===== config.mk =====
export PLATFORM = sky130hd
export DESIGN_NAME = life_grid_generation_step
export DESIGN_NICKNAME = d
export VERILOG_FILES = /design/src/rtl/core/lgs_pkg.sv /design/src/rtl/core/lgs_ram.sv /design/src/rtl/core/life_grid_generation_step.sv
export SDC_FILE = /design/constraint.sdc
export NUM_CORES = 2
export LEC_CHECK = 0
export BUFFER_PORTS_ARGS = -buffer_cell sky130_fd_sc_hd__buf_2
export CORE_UTILIZATION = 40
export DETAILED_ROUTE_END_ITERATION = 12
export HOLD_SLACK_MARGIN = 0.03
export SLEW_MARGIN = 25
export SYNTH_ARGS = -nofsm -noshare
export SYNTH_HDL_FRONTEND = slang
export SYNTH_SLANG_ARGS = --single-unit

===== constraint.sdc =====
create_clock -name clk -period 14.9 [get_ports clk]
set_input_delay 2.98 -clock clk [delete_from_list [all_inputs] [get_ports clk]]
set_output_delay 2.98 -clock clk [all_outputs]
set_load 0.01 [all_outputs]

===== src/rtl/core/lgs_pkg.sv =====
package lgs_pkg;

  // grid size
  localparam int ROWS = 32;
  localparam int COLS = 32;

  // row address and column index widths
  localparam int RA_W = $clog2(ROWS);
  localparam int CA_W = $clog2(COLS);

  // request field widths
  localparam int OP_W  = 2;
  localparam int POS_W = 5;

  // B3/S23 neighbour counts
  localparam logic [3:0] BIRTH_CNT = 4'd3;
  localparam logic [3:0] KEEP_CNT  = 4'd2;

  typedef enum logic [OP_W-1:0] {
    OP_WRITE = 2'd0,
    OP_READ  = 2'd1,
    OP_STEP  = 2'd2
  } op_t;

  typedef enum logic [1:0] {
    ST_IDLE,
    ST_CELL,
    ST_FILL,
    ST_SWEEP
  } state_t;

endpackage


===== src/rtl/core/lgs_ram.sv =====
module lgs_ram #(
  parameter int WIDTH = 32,
  parameter int DEPTH = 32
) (
  input  logic                     clk,
  input  logic                     wr_en,
  input  logic [$clog2(DEPTH)-1:0] wr_addr,
  input  logic [WIDTH-1:0]         wr_data,
  input  logic                     rd_en,
  input  logic [$clog2(DEPTH)-1:0] rd_addr,
  output logic [WIDTH-1:0]         rd_data
);

  logic [WIDTH-1:0] mem [DEPTH];

  always_ff @(posedge clk) begin
    if (wr_en) begin
      mem[wr_addr] <= wr_data;
    end
    if (rd_en) begin
      rd_data <= mem[rd_addr];
    end
  end

endmodule


===== src/rtl/core/life_grid_generation_step.sv =====
// A cell read or write reads its row when taken and gives its result from the cell state;
//   an unused op code or an off-grid cell gives it straight from idle. Results are registered.
// An advance sweeps the grid one row per cycle and gives its result on the last row.
// A new request waits until the last one is through and the result slot is free, set by
//   the single row-wide grid memory (one read and one write port).
// Reset: synchronous, active low; per-row valid flags clear so the grid reads dead at once.
module life_grid_generation_step
  import lgs_pkg::*;
(
  input  logic             clk,
  input  logic             rst_n,
  input  logic             in_valid,
  output logic             in_stall,
  input  logic [OP_W-1:0]  in_op,
  input  logic [POS_W-1:0] in_row,
  input  logic [POS_W-1:0] in_col,
  input  logic             in_cell_value,
  output logic             out_valid,
  input  logic             out_stall,
  output logic             out_read_value,
  output logic             out_step_done
);

  // Grid storage: one memory word per row, bit c is column c.
  // A row that has never been written reads as all dead via its valid flag.

  state_t state_r, state_nxt;

  logic            in_acc;
  logic            on_grid;

  // memory ports
  logic            wr_en;
  logic [RA_W-1:0] wr_addr;
  logic [COLS-1:0] wr_data;
  logic            rd_en;
  logic [RA_W-1:0] rd_addr;
  logic [COLS-1:0] rd_data;

  // row valid flags, and the flag of the row being read
  logic [ROWS-1:0] row_vld_r;
  logic            rd_vld_r;
  logic [COLS-1:0] rd_row;

  // latched cell request
  logic            is_wr_r, is_wr_nxt;
  logic [RA_W-1:0] addr_r, addr_nxt;
  logic [CA_W-1:0] col_r, col_nxt;
  logic            val_r, val_nxt;

  // sweep window: row above, current row, row below
  logic [RA_W-1:0] row_r, row_nxt;
  logic [COLS-1:0] up_r, up_nxt;
  logic [COLS-1:0] mid_r, mid_nxt;
  logic [COLS-1:0] down;
  logic [COLS-1:0] new_row;
  logic [COLS+1:0] up_p, mid_p, dn_p;
  logic            last_row;
  logic            more_rows;

  // result register
  logic            res_valid;
  logic            res_read;
  logic            res_step;
  logic            out_valid_r;
  logic            out_read_value_r;
  logic            out_step_done_r;

  function automatic logic life_cell(input logic [2:0] a, input logic [2:0] m,
                                     input logic [2:0] b);
    logic [3:0] n;
    n = 4'(a[0]) + 4'(a[1]) + 4'(a[2]) + 4'(m[0]) + 4'(m[2])
      + 4'(b[0]) + 4'(b[1]) + 4'(b[2]);
    return (n == BIRTH_CNT) || (m[1] && (n == KEEP_CNT));
  endfunction

  // busy while a request is in flight, or the result slot stays full
  assign in_stall = (state_r != ST_IDLE) || (out_valid_r && out_stall);
  assign in_acc   = in_valid && !in_stall;
  assign on_grid  = (int'(in_row) < ROWS) && (int'(in_col) < COLS);

  assign rd_row    = rd_vld_r ? rd_data : '0;
  assign last_row  = (row_r == RA_W'(ROWS - 1));
  assign more_rows = (int'(row_r) + 2) < ROWS;
  // past the bottom edge everything is dead
  assign down      = last_row ? '0 : rd_row;

  assign up_p  = {1'b0, up_r, 1'b0};
  assign mid_p = {1'b0, mid_r, 1'b0};
  assign dn_p  = {1'b0, down, 1'b0};

  always_comb begin
    for (int c = 0; c < COLS; c++) begin
      new_row[c] = life_cell(up_p[c +: 3], mid_p[c +: 3], dn_p[c +: 3]);
    end
  end

  lgs_ram #(
    .WIDTH (COLS),
    .DEPTH (ROWS)
  ) u_grid (
    .clk     (clk),
    .wr_en   (wr_en),
    .wr_addr (wr_addr),
    .wr_data (wr_data),
    .rd_en   (rd_en),
    .rd_addr (rd_addr),
    .rd_data (rd_data)
  );

  // next state
  always_comb begin
    state_nxt = state_r;
    unique case (state_r)
      ST_IDLE: begin
        if (in_acc) begin
          unique case (in_op) inside
            OP_WRITE, OP_READ: state_nxt = on_grid ? ST_CELL : ST_IDLE;
            OP_STEP:           state_nxt = ST_FILL;
            default:           state_nxt = ST_IDLE;
          endcase
        end
      end
      ST_CELL:  state_nxt = ST_IDLE;
      ST_FILL:  state_nxt = ST_SWEEP;
      ST_SWEEP: state_nxt = last_row ? ST_IDLE : ST_SWEEP;
      default:  state_nxt = ST_IDLE;
    endcase
  end

  // outputs and datapath
  always_comb begin
    wr_en     = 1'b0;
    wr_addr   = addr_r;
    wr_data   = rd_row;
    rd_en     = 1'b0;
    rd_addr   = RA_W'(in_row);
    res_valid = 1'b0;
    res_read  = 1'b0;
    res_step  = 1'b0;
    is_wr_nxt = is_wr_r;
    addr_nxt  = addr_r;
    col_nxt   = col_r;
    val_nxt   = val_r;
    row_nxt   = row_r;
    up_nxt    = up_r;
    mid_nxt   = mid_r;
    unique case (state_r)
      ST_IDLE: begin
        if (in_acc) begin
          is_wr_nxt = (in_op == OP_WRITE);
          addr_nxt  = RA_W'(in_row);
          col_nxt   = CA_W'(in_col);
          val_nxt   = in_cell_value;
          row_nxt   = '0;
          unique case (in_op) inside
            OP_WRITE, OP_READ: begin
              rd_en     = on_grid;
              res_valid = !on_grid;
            end
            OP_STEP: begin
              rd_en   = 1'b1;
              rd_addr = '0;
            end
            default: res_valid = 1'b1;
          endcase
        end
      end
      ST_CELL: begin
        // row is back from memory: patch one bit for a write, pick it for a read
        wr_en          = is_wr_r;
        wr_data[col_r] = val_r;
        res_valid      = 1'b1;
        res_read       = !is_wr_r && rd_row[col_r];
      end
      ST_FILL: begin
        // row 0 arrives; nothing above it
        up_nxt  = '0;
        mid_nxt = rd_row;
        rd_en   = 1'b1;
        rd_addr = RA_W'(1);
      end
      ST_SWEEP: begin
        // rewrite row in place; the old contents live on in the window
        wr_en   = 1'b1;
        wr_addr = row_r;
        wr_data = new_row;
        up_nxt  = mid_r;
        mid_nxt = down;
        row_nxt = row_r + RA_W'(1);
        rd_en   = more_rows;
        rd_addr = row_r + RA_W'(2);
        if (last_row) begin
          res_valid = 1'b1;
          res_step  = 1'b1;
        end
      end
      default: ;
    endcase
  end

  always_ff @(posedge clk) begin
    if (!rst_n) begin
      state_r     <= ST_IDLE;
      row_vld_r   <= '0;
      out_valid_r <= 1'b0;
    end else begin
      state_r <= state_nxt;
      if (wr_en) begin
        row_vld_r[wr_addr] <= 1'b1;
      end
      if (res_valid) begin
        out_valid_r <= 1'b1;
      end else if (!out_stall) begin
        out_valid_r <= 1'b0;
      end
    end
  end

  always_ff @(posedge clk) begin
    if (rd_en) begin
      rd_vld_r <= row_vld_r[rd_addr];
    end
    if (res_valid) begin
      out_read_value_r <= res_read;
      out_step_done_r  <= res_step;
    end
    is_wr_r <= is_wr_nxt;
    addr_r  <= addr_nxt;
    col_r   <= col_nxt;
    val_r   <= val_nxt;
    row_r   <= row_nxt;
    up_r    <= up_nxt;
    mid_r   <= mid_nxt;
  end

  assign out_valid      = out_valid_r;
  assign out_read_value = out_read_value_r;
  assign out_step_done  = out_step_done_r;

endmodule


==> impl_metrics.csv <==
group,metric,value,unit
global_route,grt_pass1_vias,29946,
floorplan,dieArea,134000,µm²
yosys,syn_inst,3493,
route,drt-total-wl,140000,µm
finish,drive_gt1_frac,0.117,
floorplan,core-area,131000,µm²
timing,setup_ws,7950,ps
finish,final_nets,3752,
critical_path,worstPathArrival,3970,ps
route,wl_per_cell,26.1,µm
floorplan,ioPinCount,21,
yosys,synth_cell_type_count,59,
global_route,use_met2,0.326,
critical_path,worst-setup-path-type,"in -> out",
route,vias,30630,
cts,cts_resized,0,
yosys,netlist.area_leader.share,0.647,
cts,cts.sinks,1175,
cts,cts-hold-fix-buffers,0,
route,via_per_inst,5.70,
cts,cts_buffers,119,
floorplan,row_count,133,
global_route,grt_pass1_wl,205000,µm
yosys,yosys.area.top_type,"edfxtp_1",
status,status,"finished clean",
yosys,synth_fp_nets,3729,
timing,setup_viol,0,
global_route,grt_max_degree,126,
place,dp_slack,7700,ps
route,dr.pass1.iters,8,
critical_path,critPathCaptureType,"output port",
route,drt_iter0_markers,2957,
global_route,grt_use_total,0.207,
yosys,synth_edf_count,1140,
route,drc_errors,0,
yosys,synth_seq_cells,1175,
hold_path,min_path_type,"reg -> reg",
timing,slew_violations,0,
yosys,yosys-top-cells-area,"edfxtp_1 (65%), mux2i_1 (11%), fa_1 (4.7%)",
timing,tightest_slew,1080,ps
cts,cts_tree,"done",
timing,clock_skew,23.6,ps
critical_path,start_kind,"input pin",
yosys,synth_flop_cell,"edfxtp_1",
yosys,yosysSeqAreaShare,0.660,
finish,multi_input_comb_area,16700,µm²
timing,finalCritPeriodShare,0.467,
power_and_ir_drop,peakVddDrop,0.102,mV
critical_path,required,11920,ps
timing,hold_viol_final,0,
power_and_ir_drop,leakage,21.3,nW
floorplan,die_x,366,µm
yosys,netlist_area,53000,µm²
route,drtAntennaViolNets,0,
place,dpl_cell_area,55300,µm²
global_route,grtUsageMet3,0.0294,
floorplan,start_util,0.403,
floorplan,dieHeight,366,µm
yosys,async_reset_ff_frac,0,
finish,area_growth,11.5,%
cts,cts_buffer_depth,3,
global_route,antenna_found_initial,3,
critical_path,critPathMaxFanout,7,
cts,post_cts_buffers,0,
place,dp_hpwl,78000,µm
yosys,yosysWarnings,0,
cts,clock_latency,720,ps
power_and_ir_drop,p_per_area,135,nW/µm²
timing,rsz0062_at_grt,"false",
cts,clk_pin_slew,60,ps
timing,fmax,144,MHz
place,place.gp.congestion,0.817,
power_and_ir_drop,power.total,7.98,mW
global_route,grtUsageMet1,0.298,
finish,fillers,11491,
place,io_buffers,20,
yosys,syn_area_per_cell,15.2,µm²
finish,design_area,59000,µm²
run,max_cap_violations,0,
cts,root_buffer,"clkbuf_16",
cts,ctsHtreeMaxLevel,3,
global_route,grt_busiest_layer,"met2",
global_route,grt-ovfl-total,0,
timing,fin_tns_setup,0,ps
timing,period_needed,6950,ps
finish,seqCellArea,34900,µm²
timing,relSlewSlack,0.278,
-- sequential cells by signal (all words and copies together) (netlist names) --
register,flops
addr_r,5
mid_r,32
rd_vld_r,1
row_vld_r,32
val_r,1
is_wr_r,1
out_read_value,1
up_r,32
row_r,5
out_valid,1
col_r,5
out_step_done,1
u_grid.mem,1024
state_r,2
u_grid.rd_data,32
-- cells in the mapped netlist, drive strengths merged (2+ instances only) --
cell type     n
dfxtp        35
nor4         33
nand2        84
mux2i       599
a21boi        2
nor3b         4
ha           95
xor2          3
edfxtp     1140
mux2          3
buf         118
o21ai       170
a21oi        69
nor3          2
a211oi        2
o21a         32
nand2b        3
fa          124
or2          32
mux4          9
and2          7
a211o         2
o22ai        99
a31oi        33
inv         163
o211ai       30
and3         10
clkbuf       96
a41oi        33
nand3       304
o2111ai      29
nor2        104
a221oi        2
nor2b         6
and3b         3
-- power breakdown --
group / switching, mW / total (mW) / internal [mW] / leakage (nW)
combinational: 0.763 / 1.17 / 0.402 / 8.81
clock: 1.26 / 2.92 / 1.66 / 1.84
sequential: 0.0589 / 3.89 / 3.83 / 10.7
total: 2.08 / 7.98 / 5.90 / 21.3
-- worst max-delay path: stages --
cell	delay, ps
buf_2	130
a211oi_4	500
inv_1	180
buf_2	180
-- final cells by class --
type                            instances  area share
Antenna cell                            1   0.0000424
Clock buffer                          156      0.0533
Clock inverter                         66      0.0108
Inverter                              163      0.0104
Multi-Input combinational cell       1941       0.282
Sequential cell                      1175       0.592
Tap cell                             1755      0.0372
Timing Repair Buffer                  116      0.0142
-- layer usage --
layer  part of all wire  vias up  routed length (µm)
li1                   -    13446                   -
met3              0.073      189               10300
met4              0.021        2                2950
met2               0.47     1192               65200
met1               0.44    15801               61700
met5           0.000050        -                   7
-- logic make-up after synthesis --
logic type / after synthesis / share of synthesized area
flops: 1175 / 0.660
compound gates: 511 / 0.0608
simple gates: 596 / 0.0593
buf+inv: 377 / 0.0325
fa+ha+maj: 219 / 0.0693
mux: 611 / 0.118
xor+xnor: 4 / 0.000662
-- final timing paths --
check                     start           endpoint  slack, ps  cells after the start
setup / recovery      out_stall           in_stall       7950                      4
hold / removal    row_vld_r[17]      row_vld_r[17]        460                      1
setup reg to reg     state_r[1]  u_grid.rd_data[2]       9750                      8
hold reg to reg   row_vld_r[17]      row_vld_r[17]        460                      1
-- cells in the final DEF, fill, tap and decap left out, types with 6 or more instances in the layout --
master     instances
a21oi_1           67
clkbuf_16        120
nand2_1           80
nor2_1            71
clkinv_1          20
edfxtp_1        1140
clkbuf_1          35
nor4_2            32
mux2i_1          598
inv_1            163
mux4_2             9
buf_2             20
o2111ai_1         29
nand3_1          298
nor2_4            32
and3_1             9
a31oi_1           32
and2_1             6
o22ai_1           99
or2_2             32
buf_4             94
ha_1              95
dfxtp_1           34
fa_1             124
o21ai_0          169
a41oi_1           33
o211ai_1          30
bufinv_16         10
o21a_1            32
clkinv_2          21
-- stage by stage --
stage / std cells / hold slack, ps / utilization
final: 5373 / 460 / 0.449
after global placement: 5150 / 441 / 0.420
after detailed placement: 5150 / 447 / 0.420
after global routing: 5373 / 470 / 0.449
after floorplan: 3493 / 434 / -
after CTS: 5372 / 460 / 0.449
Note: power is estimated with default switching activity, not from simulation.
